$ cat config.mk
export PLATFORM = sky130hd
export DESIGN_NAME = column_rle_pixel_decoder
export DESIGN_NICKNAME = d
export VERILOG_FILES = /design/src/rtl/crld_pkg.sv /design/src/rtl/crld_alu.sv /design/src/rtl/crld_parse.sv /design/src/rtl/crld_seq.sv /design/src/rtl/column_rle_pixel_decoder.sv
export VERILOG_INCLUDE_DIRS = /design/src /design/src/rtl
export SDC_FILE = /design/constraint.sdc
export NUM_CORES = 1
export LEC_CHECK = 0
export ABC_AREA = 1
export BUFFER_PORTS_ARGS = -buffer_cell sky130_fd_sc_hd__buf_2
export CAP_MARGIN = 25
export CORE_MARGIN = 2
export CORE_UTILIZATION = 54
export CTS_CLUSTER_SIZE = 8
export DETAILED_ROUTE_END_ITERATION = 6
export PLACE_DENSITY = 0.77
export SLEW_MARGIN = 20
export SYNTH_ARGS = -nofsm -noshare
export SYNTH_HDL_FRONTEND = slang
export SYNTH_HIERARCHICAL = 1
export SYNTH_SLANG_ARGS = --single-unit
$ cat constraint.sdc
create_clock -name aclk -period 4.7 [get_ports aclk]
set_input_delay 0.47 -clock aclk [delete_from_list [all_inputs] [get_ports aclk]]
set_output_delay 0.47 -clock aclk [all_outputs]
set_load 0.02 [all_outputs]
$ cat src/rtl/column_rle_pixel_decoder_assert.svh
// Assertion macros used by the column RLE pixel decoder sequencer RTL.
// No dependencies; include by bare file name.
`ifndef COLUMN_RLE_PIXEL_DECODER_ASSERT_SVH
`define COLUMN_RLE_PIXEL_DECODER_ASSERT_SVH

// Same-cycle implication, checked out of reset
`define CRLD_ASSERT_IMP(label, clk, rstn, ante, cons) \
    label: assert property (@(posedge clk) disable iff (!(rstn)) (ante) |-> (cons)) \
        else $error("crld assertion failed");

// Next-cycle implication, checked out of reset
`define CRLD_ASSERT_NXT(label, clk, rstn, ante, cons) \
    label: assert property (@(posedge clk) disable iff (!(rstn)) (ante) |=> (cons)) \
        else $error("crld assertion failed");

`endif

$ cat src/rtl/crld_pkg.sv
// Shared types and constants for the column RLE pixel decoder.
// No dependencies.
package crld_pkg;

    localparam int LANES_OUT   = 8;
    localparam int MAX_RESULTS = 16;
    localparam int CNT_W       = 24;
    localparam logic [7:0] RUN_BASE = 8'd128;

    // configuration register indexes
    localparam logic CFG_TRANSPARENT = 1'b0;
    localparam logic CFG_LIMIT       = 1'b1;

    // pixel fill requested by one input word
    typedef struct packed {
        logic [7:0] n;
        logic [7:0] v;
    } crld_fill_t;

    // operands and result of the shared subtractor
    typedef struct packed {
        logic [CNT_W-1:0] a;
        logic [CNT_W-1:0] b;
    } crld_alu_op_t;

    typedef struct packed {
        logic [CNT_W-1:0] diff;
        logic             borrow;
    } crld_alu_res_t;

endpackage

$ cat src/rtl/crld_alu.sv
// Shared 24-bit subtractor with borrow, used by the sequencer in every state but idle.
// Depends on crld_pkg.
module crld_alu (
    input  crld_pkg::crld_alu_op_t  op,
    output crld_pkg::crld_alu_res_t res
);
    import crld_pkg::*;

    logic [CNT_W:0] wide;

    // subtract with one extra bit to catch the borrow
    always_comb begin
        wide       = {1'b0, op.a} - {1'b0, op.b};
        res.diff   = wide[CNT_W-1:0];
        res.borrow = wide[CNT_W];
    end

endmodule

$ cat src/rtl/crld_parse.sv
// Byte parser: control, literal and run value phases of the compressed stream.
// Depends on crld_pkg.
module crld_parse (
    input  logic                 aclk,
    input  logic                 aresetn,
    input  logic                 accept,
    input  logic [7:0]           data_byte,
    input  logic                 column_end,
    input  logic                 image_start,
    input  logic                 transparent_mode,
    output crld_pkg::crld_fill_t fill
);
    import crld_pkg::*;

    typedef enum logic [1:0] {
        PH_CTRL = 2'd0,
        PH_LIT  = 2'd1,
        PH_REP  = 2'd2
    } phase_t;

    phase_t     phase_reg, phase_next, phase_eff;
    logic [7:0] lit_reg, lit_next, lit_eff;
    logic [6:0] rep_reg, rep_next, rep_eff;

    // decode the current word against the parser phase
    always_comb begin
        phase_eff  = image_start ? PH_CTRL : phase_reg;
        lit_eff    = image_start ? 8'd0 : lit_reg;
        rep_eff    = image_start ? 7'd0 : rep_reg;
        fill.n     = 8'd0;
        fill.v     = data_byte;
        phase_next = phase_eff;
        lit_next   = lit_eff;
        rep_next   = rep_eff;
        case (phase_eff)
            PH_LIT: begin
                fill.n     = 8'd1;
                lit_next   = lit_eff - 8'd1;
                phase_next = (lit_next == 8'd0) ? PH_CTRL : PH_LIT;
            end
            PH_REP: begin
                fill.n     = {1'b0, rep_eff};
                rep_next   = 7'd0;
                phase_next = PH_CTRL;
            end
            default: begin
                phase_next = PH_CTRL;
                if (data_byte <= RUN_BASE) begin
                    if (data_byte != 8'd0) begin
                        phase_next = PH_LIT;
                        lit_next   = data_byte;
                    end
                end else if (transparent_mode) begin
                    fill.n = data_byte - RUN_BASE;
                    fill.v = 8'd0;
                end else begin
                    phase_next = PH_REP;
                    rep_next   = data_byte[6:0];
                end
            end
        endcase
        // drop anything pending at the end of a column
        if (column_end) begin
            phase_next = PH_CTRL;
            lit_next   = 8'd0;
            rep_next   = 7'd0;
        end
    end

    // hold parser state, advance on each accepted word
    always_ff @(posedge aclk) begin
        if (!aresetn) begin
            phase_reg <= PH_CTRL;
            lit_reg   <= 8'd0;
            rep_reg   <= 7'd0;
        end else if (accept) begin
            phase_reg <= phase_next;
            lit_reg   <= lit_next;
            rep_reg   <= rep_next;
        end
    end

endmodule

$ cat src/rtl/crld_seq.sv
// Sequencer: clamps each fill to the pixel limit and emits packed groups
// through the output register. Depends on crld_pkg, the assertion header and the shared subtractor.
`include "column_rle_pixel_decoder_assert.svh"

module crld_seq (
    input  logic                    aclk,
    input  logic                    aresetn,
    input  logic                    start,
    input  logic                    image_start,
    input  crld_pkg::crld_fill_t    fill,
    input  logic [23:0]             pixel_limit,
    input  crld_pkg::crld_alu_res_t alu_res,
    output crld_pkg::crld_alu_op_t  alu_op,
    output logic                    busy,
    output logic                    m_valid,
    input  logic                    m_ready,
    output logic [63:0]             m_pixels,
    output logic [3:0]              m_pixel_count,
    output logic                    m_run_last,
    output logic                    m_limit_hit
);
    import crld_pkg::*;

    typedef enum logic [2:0] {
        S_IDLE  = 3'd0,
        S_AVAIL = 3'd1,
        S_CLAMP = 3'd2,
        S_EMIT  = 3'd3,
        S_TOTAL = 3'd4
    } state_t;

    state_t           state_reg, state_next;
    logic [CNT_W-1:0] total_reg, total_next;
    logic [CNT_W-1:0] avail_reg, avail_next;
    logic [7:0]       left_reg, left_next;
    logic [7:0]       fill_n_reg, fill_n_next;
    logic [7:0]       fill_v_reg, fill_v_next;
    logic [4:0]       nres_reg, nres_next;
    logic             valid_reg, valid_next;
    logic [63:0]      pix_reg, pix_next;
    logic [3:0]       count_reg, count_next;
    logic             last_reg, last_next;
    logic             hit_reg, hit_next;

    logic             out_free;
    logic [3:0]       grp;
    logic [7:0]       left_after;
    logic             grp_last;
    logic [63:0]      grp_pix;

    assign out_free = !valid_reg || m_ready;

    // group size and packed pixels for the current step
    always_comb begin
        grp = (left_reg < 8'(LANES_OUT)) ? left_reg[3:0] : 4'(LANES_OUT);
        left_after = left_reg - {4'd0, grp};
        grp_last = (left_after == 8'd0) || (nres_reg == 5'(MAX_RESULTS - 1));
        grp_pix = 64'd0;
        for (int i = 0; i < LANES_OUT; i++) begin
            if (4'(i) < grp) begin
                grp_pix[8*i +: 8] = fill_v_reg;
            end
        end
    end

    // route operands to the shared subtractor
    always_comb begin
        alu_op.a = pixel_limit;
        alu_op.b = total_reg;
        case (state_reg)
            S_CLAMP: begin
                alu_op.a = {16'd0, fill_n_reg};
                alu_op.b = avail_reg;
            end
            S_EMIT: begin
                alu_op.a = avail_reg;
                alu_op.b = {20'd0, grp};
            end
            S_TOTAL: begin
                alu_op.a = pixel_limit;
                alu_op.b = avail_reg;
            end
            default: begin
                alu_op.a = pixel_limit;
                alu_op.b = total_reg;
            end
        endcase
    end

    // step the sequencer
    always_comb begin
        state_next  = state_reg;
        total_next  = total_reg;
        avail_next  = avail_reg;
        left_next   = left_reg;
        fill_n_next = fill_n_reg;
        fill_v_next = fill_v_reg;
        nres_next   = nres_reg;
        valid_next  = valid_reg && !m_ready;
        pix_next    = pix_reg;
        count_next  = count_reg;
        last_next   = last_reg;
        hit_next    = hit_reg;
        case (state_reg)
            S_IDLE: begin
                if (start) begin
                    fill_n_next = fill.n;
                    fill_v_next = fill.v;
                    if (image_start) begin
                        total_next = '0;
                    end
                    if (fill.n != 8'd0) begin
                        state_next = S_AVAIL;
                    end
                end
            end
            S_AVAIL: begin
                avail_next = alu_res.borrow ? '0 : alu_res.diff;
                state_next = S_CLAMP;
            end
            S_CLAMP: begin
                left_next  = alu_res.borrow ? fill_n_reg : avail_reg[7:0];
                nres_next  = 5'd0;
                state_next = (left_next == 8'd0) ? S_IDLE : S_EMIT;
            end
            S_EMIT: begin
                if (out_free) begin
                    valid_next = 1'b1;
                    pix_next   = grp_pix;
                    count_next = grp;
                    last_next  = grp_last;
                    hit_next   = (alu_res.diff == '0);
                    avail_next = alu_res.diff;
                    left_next  = left_after;
                    nres_next  = nres_reg + 5'd1;
                    if (grp_last) begin
                        state_next = S_TOTAL;
                    end
                end
            end
            S_TOTAL: begin
                total_next = alu_res.diff;
                state_next = S_IDLE;
            end
            default: begin
                state_next = S_IDLE;
            end
        endcase
    end

    // hold state and the output register
    always_ff @(posedge aclk) begin
        if (!aresetn) begin
            state_reg <= S_IDLE;
            total_reg <= '0;
            valid_reg <= 1'b0;
        end else begin
            state_reg <= state_next;
            total_reg <= total_next;
            valid_reg <= valid_next;
        end
        avail_reg  <= avail_next;
        left_reg   <= left_next;
        fill_n_reg <= fill_n_next;
        fill_v_reg <= fill_v_next;
        nres_reg   <= nres_next;
        pix_reg    <= pix_next;
        count_reg  <= count_next;
        last_reg   <= last_next;
        hit_reg    <= hit_next;
    end

    assign busy          = (state_reg != S_IDLE);
    assign m_valid       = valid_reg;
    assign m_pixels      = pix_reg;
    assign m_pixel_count = count_reg;
    assign m_run_last    = last_reg;
    assign m_limit_hit   = hit_reg;

    `CRLD_ASSERT_IMP(a_count_range, aclk, aresetn, valid_reg, (count_reg != 4'd0) && (count_reg <= 4'(LANES_OUT)))
    `CRLD_ASSERT_IMP(a_left_within_avail, aclk, aresetn, state_reg == S_EMIT, ({16'd0, left_reg} <= avail_reg))
    `CRLD_ASSERT_NXT(a_last_then_total, aclk, aresetn, (state_reg == S_EMIT) && out_free && grp_last, state_reg == S_TOTAL)
    `CRLD_ASSERT_IMP(a_total_in_range, aclk, aresetn, state_reg == S_TOTAL, !alu_res.borrow)

endmodule

$ cat src/rtl/column_rle_pixel_decoder.sv
// Column RLE pixel decoder. A word that gives no pixels leaves the sequencer idle; one that
// does takes limit and clamp steps, stopping if the limit cuts it to nothing, else an emit
// step per group of up to eight (1 to 16) and a total step. Words are taken only while
// idle. The single shared 24-bit subtractor does one limit, clamp or count step a cycle
// unless the output stalls. Synchronous active-low reset clears parser, sequencer state
// and pixel total, and sets transparent_mode to 0 and pixel_limit to all ones.
module column_rle_pixel_decoder (
    input  logic        aclk,
    input  logic        aresetn,
    input  logic        cfg_we,
    input  logic        cfg_index,
    input  logic [23:0] cfg_wdata,
    input  logic        s_valid,
    output logic        s_ready,
    input  logic [7:0]  s_data_byte,
    input  logic        s_column_end,
    input  logic        s_image_start,
    output logic        m_valid,
    input  logic        m_ready,
    output logic [63:0] m_pixels,
    output logic [3:0]  m_pixel_count,
    output logic        m_run_last,
    output logic        m_limit_hit
);
    import crld_pkg::*;

    logic          transparent_reg;
    logic [23:0]   limit_reg;
    logic          accept;
    logic          busy;
    crld_fill_t    fill;
    crld_alu_op_t  alu_op;
    crld_alu_res_t alu_res;

    // take configuration writes
    always_ff @(posedge aclk) begin
        if (!aresetn) begin
            transparent_reg <= 1'b0;
            limit_reg       <= 24'hFFFFFF;
        end else if (cfg_we) begin
            case (cfg_index)
                CFG_TRANSPARENT: transparent_reg <= cfg_wdata[0];
                CFG_LIMIT:       limit_reg       <= cfg_wdata;
                default:         limit_reg       <= limit_reg;
            endcase
        end
    end

    assign s_ready = !busy;
    assign accept  = s_valid && s_ready;

    crld_parse u_parse (
        .aclk             (aclk),
        .aresetn          (aresetn),
        .accept           (accept),
        .data_byte        (s_data_byte),
        .column_end       (s_column_end),
        .image_start      (s_image_start),
        .transparent_mode (transparent_reg),
        .fill             (fill)
    );

    crld_alu u_alu (
        .op  (alu_op),
        .res (alu_res)
    );

    crld_seq u_seq (
        .aclk          (aclk),
        .aresetn       (aresetn),
        .start         (accept),
        .image_start   (s_image_start),
        .fill          (fill),
        .pixel_limit   (limit_reg),
        .alu_res       (alu_res),
        .alu_op        (alu_op),
        .busy          (busy),
        .m_valid       (m_valid),
        .m_ready       (m_ready),
        .m_pixels      (m_pixels),
        .m_pixel_count (m_pixel_count),
        .m_run_last    (m_run_last),
        .m_limit_hit   (m_limit_hit)
    );

endmodule

==> results.cfg, run 1 <==
[die]
start_util = 0.550
io_pins = 112
rows = 52
die_h_microns = 148
die_x_microns = 148
dieArea_sq_um = 21900
design.core.area_sq_um = 20300

[synth]
netlist_area_sq_um = 11200
synth_edf_count = 123
ys_seq_area_frac = 0.456
synth-seq-cells = 193
synthFlopType = edfxtp_1
netlist_instances = 1454
syn-mean-instance-area_sq_um = 7.68
synth_cell_types = 51
ys_warn_count = 6
synth_nets = 1526
async_flop_share = 0

[timing]
hold_violations = 0
tns_ps = 0
skew_ps = 8.96
period_minus_slack_ps = 4200
rsz0062_at_grt = false
worst_pin_slew_ps = 837
finalSetupViolCount = 0
fmax_mhz = 238
finalCritPeriodShare = 0.893
maxSlewViolCount = 0
slew_headroom = 0.439

[global_route]
grt_pass1_vias = 8895
track_usage = 0.251
grt_max_degree = 71
grt_pass1_wl_microns = 44000
overflow = 0
antenna_found_initial = 0

[placed_design]
io_buffer_count = 111
routabilityCongestion = 1.04
place_area_sq_um = 11900
dpl.hpwl_microns = 20300

[cts]
cts_tree = yes
cts.sinks = 193
clk_pin_slew_ps = 80
cts_root_buffer = clkbuf_16
clk_path_buf_depth = 2
htree_levels = 4
clkLatencyLatePin_ps = 450
ctsHoldBuffers = 0
cts_buffers = 17

[cells_and_area]
diodes = 0
drive_gt1_frac = 0.159
synthToLayoutAreaGrowth_pct = 12.6
multi_input_area_sq_um = 4760
largest_register_ffs = 64
seqCellArea_sq_um = 5090
fin_util = 0.620
nFillCells = 1778
final_cell_area_sq_um = 12600
final_nets = 1627

[pwr]
ir_drop_v = 0.000339
p_leak_nw = 5.85
power.density_nw_per_um2 = 618
fin_total_pwr_w = 0.00778

[setup_path]
cp_common_cell = nand3_1
worst-path-buf-inv = 4
arrival_ps = 4380
cp-end-kind = flop
cp_top_family = simple AND/OR/NAND/NOR gates
path_class = flop to flop
crit_chain = inv_1 -> nor2_1 -> inv_4 -> o21ai_0 -> inv_2 -> nand2_2 -> o221ai_1 -> ha_1 -> fa_1 -> inv_1 -> nand3_1 -> nand3_1 -> nand3_1 -> nand2_2 -> nand2_1 -> nand3_1 -> nand2_1 -> nor4_1 -> nand4_1 -> nor3_1
cp-start-kind = flop
critical_path_peak_fanout = 27
cp_slowest_cell = nor4_1
critPathRequiredTime_ps = 4880
cpPeakStageDelay_ps = 450

[routing]
drtIter0Drc = 1218
via_count = 9733
dr.pass1.iters = 6
totalWireLength_microns = 27000
post_drt_wl_per_cell_microns = 14.7
drtAntennaViolNets = 0
drc = 0
vias_per_cell = 5.30

[min_path]
worstHoldPathType = input port to flop

[run]
cap_violations = 0

[status]
status = complete, no violations
## tightest hold or removal path: cells and delay by family
kind / cells / cell delay (ps)
AND/OR/NAND/NOR: 2 / 90
buffers and inverters: 1 / 70
## where the power goes
group / total [W] / switching [W] / internal, W
logic: 0.00379 / 0.00265 / 0.00114
registers: 0.00246 / 0.000140 / 0.00231
clock network: 0.00154 / 0.000783 / 0.000755
## routing by layer
layer	wire length (microns)	share of wire	track usage
met1	12300	0.45	0.366
met2	11900	0.44	0.382
met3	2300	0.085	0.0435
met4	612	0.023	0.0819
met5	0	0	0
## Yosys cell counts (2+ instances only)
cell        n  area share
nor2_1    168       0.056
a31oi_1     4      0.0022
nor3_1      6      0.0027
o21a_1      3      0.0020
clkinv_1    3      0.0010
nand3_2    19       0.017
nand2_1   362        0.12
o21bai_1    2      0.0013
buf_8       2      0.0027
o221ai_1    5      0.0039
buf_6       5      0.0050
nor2_4      3      0.0030
o211ai_2    3      0.0034
o21ai_0    48       0.022
a21oi_2     7      0.0055
nor2_2     12      0.0067
conb_1      2     0.00067
o21ai_1     6      0.0027
nor3_4      3      0.0044
nor4_1      6      0.0034
buf_2      10      0.0045
nand2_2    24       0.013
nand3_4     2      0.0031
inv_2      10      0.0034
inv_1     277       0.093
xor2_1      9      0.0071
nand3_1    74       0.033
o211ai_1    9      0.0060
edfxtp_1  123        0.33
ha_1       31       0.035
a21oi_1    49       0.022
clkbuf_1   21      0.0071
nand4_1    11      0.0062
dfxtp_1    70        0.13
xnor2_1     3      0.0024
o22ai_1    45       0.025
nand2_4     3      0.0030
## what timing repair did
action,4_1_cts,5_1_grt
buffers inserted,0,0
resized for setup,0,5
endpoints found under the setup margin,0,3
endpoints found under the hold margin,0,0
## cells by family (layout without fill, tap and decap cells)
family                   Yosys count  after routing  synth area share
AND/OR/NAND/NOR                  698            698             0.277
adder cells (fa/ha/maj)           32             32            0.0365
multiplexers                       1              1          0.000896
other                              2              2          0.000672
XOR/XNOR                          13             13            0.0109
flip-flops                       193            193             0.456
buffers and inverters            331            445             0.120
AO/OA/AOI/OAI                    184            184            0.0980
## per-stage QoR
step                      hold WS (ps)  setup slack [ps]  cells
after CTS                          213               212   1838
final                              223               503   1838
after global placement             455               508   1806
after floorplan                    442               311   1454
after global routing               228              77.1   1838
after detailed placement           456               243   1806
## cell type report
cell class	count	share of cell area
Clock inverter	15	0.0171
Clock buffer	17	0.0338
Timing Repair Buffer	122	0.0517
Inverter	291	0.0874
Multi-Input combinational cell	930	0.378
Sequential cell	193	0.405
Tap cell	270	0.0268
## final timing paths
| kind | slack (ps) | from | to | depth (start not counted) |
|---|---|---|---|---|
| max | 500 | u_seq/state_reg[1]$_SDFFE_PN0P_ | u_seq/m_limit_hit$_DFFE_PP_ | 20 |
| min reg2reg | 470 | u_parse/lit_reg[7]$_SDFFE_PN0P_ | u_parse/lit_reg[7]$_SDFFE_PN0P_ | 2 |
| min | 220 | cfg_wdata[19] | limit_reg[19]$_SDFFE_PN1P_ | 3 |
| max reg2reg | 500 | u_seq/state_reg[1]$_SDFFE_PN0P_ | u_seq/m_limit_hit$_DFFE_PP_ | 20 |
## placed cells by master, fill, tap and decap left out, types with 4 or more instances in the layout
| master | instances |
|---|---|
| buf_4 | 10 |
| buf_2 | 111 |
| nand2_2 | 25 |
| nor2_1 | 165 |
| xor2_1 | 9 |
| o22ai_1 | 45 |
| o21ai_0 | 48 |
| nor2_2 | 13 |
| dfxtp_1 | 70 |
| nand4_1 | 11 |
| nand3_2 | 19 |
| nand3_1 | 74 |
| nand2_1 | 361 |
| edfxtp_1 | 123 |
| o211ai_1 | 9 |
| clkbuf_16 | 17 |
| inv_2 | 9 |
| o21ai_1 | 6 |
| nor2_4 | 5 |
| ha_1 | 31 |
| inv_6 | 4 |
| nor4_1 | 6 |
| nor3_1 | 6 |
| inv_1 | 277 |
| inv_12 | 6 |
| a21oi_2 | 8 |
| o221ai_1 | 5 |
| a21oi_1 | 48 |
| a31oi_1 | 4 |
Power figures use the tool's default switching activity.
==> run 2, diff against run 1 <==
--- a/config.mk
+++ b/config.mk
@@ -17,5 +17,4 @@
 export SLEW_MARGIN = 20
 export SYNTH_ARGS = -nofsm -noshare
 export SYNTH_HDL_FRONTEND = slang
-export SYNTH_HIERARCHICAL = 1
 export SYNTH_SLANG_ARGS = --single-unit
==> run 2 against run 1 <==
Net effect: die area decreased by 8.6%; routed wire length decreased by 7.6%; total power shrank 11%; critical path type unchanged.
==> results.cfg, run 2 <==
[status]
status = complete, no violations

[cts]
cts_buffers = 17
cts_setup_buffers = 0
cts_resized = 0
clk_pin_slew_ps = 80
cts_root_buffer = clkbuf_16
clk_path_buf_depth = 2
ctsHoldBuffers = 0
htree_levels = 4
cts_tree = yes
clkLatencyLatePin_ps = 450
cts.sinks = 193

[timing]
maxSlewViolCount = 0
finalCritPeriodShare = 0.877
fin_hold_ws_ps = 221
slew_headroom = 0.346
skew_ps = 12.8
hold_violations = 0
finalSetupViolCount = 0
worst_pin_slew_ps = 978
period_minus_slack_ps = 4120
tns_ps = 0
fmax_mhz = 243
rsz0062_at_grt = false

[synth]
netlist_instances = 1252
synthFlopType = edfxtp_1
synth_nets = 1324
synth_common_cells = 354 x nand2_1, 151 x inv_1, 132 x nor2_1, 123 x edfxtp_1, 84 x a21oi_1
async_flop_share = 0
synth_area_leaders = edfxtp_1 36%, dfxtp_1 14%, nand2_1 13%
synth_edf_count = 123
synth-seq-cells = 193
ys_seq_area_frac = 0.500
yosysTopAreaCell = edfxtp_1
yosysMostFrequentCell = nand2_1
syn-mean-instance-area_sq_um = 8.14
synth_cell_types = 47
synth_top_area_share = 0.363
netlist_area_sq_um = 10200
ys_warn_count = 0

[cells_and_area]
diodes = 0
drive_gt1_frac = 0.152
final_cell_area_sq_um = 11600
final_nets = 1429
final_common_cell = nand2_1
final_cell_mix = 354 x nand2_1, 151 x inv_1, 131 x nor2_1, 123 x edfxtp_1, 111 x buf_2
largest_register_ffs = 64
fin_util = 0.627
synthToLayoutAreaGrowth_pct = 14.3

[setup_path]
r2r_end = u_seq.avail_reg[14]$_DFFE_PP_
crit_end = u_seq.avail_reg[14]$_DFFE_PP_
r2r_setup_slack_ps = 580
cpPeakStageDelay_ps = 740
cp_top_family = simple AND/OR/NAND/NOR gates
path_class = flop to flop
worst-path-buf-inv = 5
arrival_ps = 4330
cp-start-kind = flop
cp-end-kind = flop
cp_common_cell = nor2_1
r2r_cells = 20
cp_slowest_cell = nor2_1
crit_start = u_seq.state_reg[1]$_SDFFE_PN0P_
r2r-start = u_seq.state_reg[1]$_SDFFE_PN0P_
cp.depth = 20
crit_chain = nor2_1 -> inv_2 -> nor2_1 -> nor2_1 -> buf_4 -> a221oi_1 -> nor2_1 -> ha_1 -> inv_1 -> fa_1 -> nand2_1 -> nand2_1 -> nand3_1 -> nand2_2 -> nand2_4 -> nand3_4 -> nor2_4 -> inv_2 -> nand2_1 -> inv_1
critPathRequiredTime_ps = 4910
critical_path_peak_fanout = 15

[die]
io_pins = 112
dieArea_sq_um = 20000
die_x_microns = 141
start_util = 0.548
rows = 50
design.core.area_sq_um = 18600
die_h_microns = 141

[routing]
dr.pass1.iters = 5
post_drt_wl_per_cell_microns = 15.6
drtAntennaViolNets = 0
via_count = 8768
vias_per_cell = 5.47
drtIter0Drc = 732
drc = 0
totalWireLength_microns = 25000

[pwr]
switching_share = 0.429
comb_power_share = 0.442
seqPwrFrac = 0.336
p_leak_nw = 5.14
power.net_switching_w = 0.00298
ir_drop_v = 0.000375
power.density_nw_per_um2 = 598
internal_power_w = 0.00398
clock_power_share = 0.222

[global_route]
overflow = 0
antenna_found_initial = 0
track_usage = 0.252
grt_pass1_vias = 8215
grt_pass1_wl_microns = 40200
grt_max_degree = 69

[run]
cap_violations = 0

[placed_design]
routabilityCongestion = 0.975
io_buffer_count = 111
dpl.hpwl_microns = 17900
place_area_sq_um = 11000

[min_path]
worstHoldPathType = input port to flop
-- run 2: cell types whose count changed after synthesis, sizes merged, moves of 7 or more --
cell    previous run  this run
inv              288       165
o22ai             45         4
nor2             183       145
a21oi             56        88
nand3             95        69
a22oi              0        20
nand2            389       370
buf               19         7
o21ai             55        44
clkbuf            21        29
o221ai             5        12
-- run 2: worst min-delay path by stage --
| stage | from | slack, ps | endpoint | cells after the start |
|---|---|---|---|---|
| after floorplan | u_seq.total_reg[1]$_SDFFE_PN0P_ | 440 | u_seq.total_reg[1]$_SDFFE_PN0P_ | 2 |
| after global placement | u_parse.rep_reg[6]$_SDFFE_PN0P_ | 450 | u_parse.rep_reg[6]$_SDFFE_PN0P_ | 2 |
| after detailed placement | u_parse.lit_reg[4]$_SDFFE_PN0P_ | 460 | u_parse.lit_reg[4]$_SDFFE_PN0P_ | 2 |
| after CTS | cfg_wdata[19] | 210 | limit_reg[19]$_SDFFE_PN1P_ | 3 |
| after global routing | cfg_wdata[9] | 220 | limit_reg[9]$_SDFFE_PN1P_ | 3 |
| final | cfg_wdata[19] | 220 | limit_reg[19]$_SDFFE_PN1P_ | 3 |
-- run 2: worst reg2reg max path, cell delays in order (launching register included) --
cell and delay, ps:
dfxtp_1 450, nor2_1 110, inv_2 80, nor2_1 50, nor2_1 740, buf_4 330
a221oi_1 70, nor2_1 120, ha_1 150, inv_1 60, fa_1 400, nand2_1 80
nand2_1 70, nand3_1 120, nand2_2 110, nand2_4 140, nand3_4 150, nor2_4 290
inv_2 230, nand2_1 120, inv_1 40
-- run 2: layout make-up --
cell class                 count  area (sq um)
clock buffer                  17           425
clock inverter                15           223
fill                        1556          6930
inverter                     165           619
multi-input combinational    858          4350
sequential                   193          5090
tap                          234           293
timing repair buffer         122           638
-- run 2: logic make-up after synthesis --
group                      count (synthesis)  synth area share
muxes                                      1          0.000982
buffers and inverters                    201            0.0750
adders and majority gates                 32            0.0400
AOI/OAI and AO/OA                        197             0.116
xor gates and xnor gates                  18            0.0155
other                                      2          0.000737
and+or+nand+nor                          608             0.251
DFF                                      193             0.500
-- run 2: routing by layer --
layer / GRT usage / part of all wire / vias up
met5: 0 / 0 / -
met4: 0.0921 / 0.027 / 0
met3: 0.0395 / 0.056 / 54
met2: 0.421 / 0.47 / 328
met1: 0.334 / 0.45 / 4040
li1: - / - / 4346
-- run 2: power groups by stage --
stage          clock network (W)  logic, W  registers (W)
6_report                 0.00155   0.00307        0.00234
5_1_grt                  0.00162   0.00344        0.00237
3_3_place_gp                   0   0.00294        0.00237
4_1_cts                  0.00156   0.00303        0.00234
2_1_floorplan                  0   0.00225        0.00239
3_5_place_dp                   0   0.00300        0.00238
-- run 2: per-stage QoR --
| stage | setup slack, ps | cells | total power [W] |
|---|---|---|---|
| 5_1_grt | 213 | 1604 | 0.00743 |
| 4_1_cts | 623 | 1603 | 0.00692 |
| 3_3_place_gp | 797 | 1571 | 0.00531 |
| 3_5_place_dp | 659 | 1571 | 0.00538 |
| 2_1_floorplan | 256 | 1252 | 0.00464 |
| 6_report | 579 | 1604 | 0.00696 |
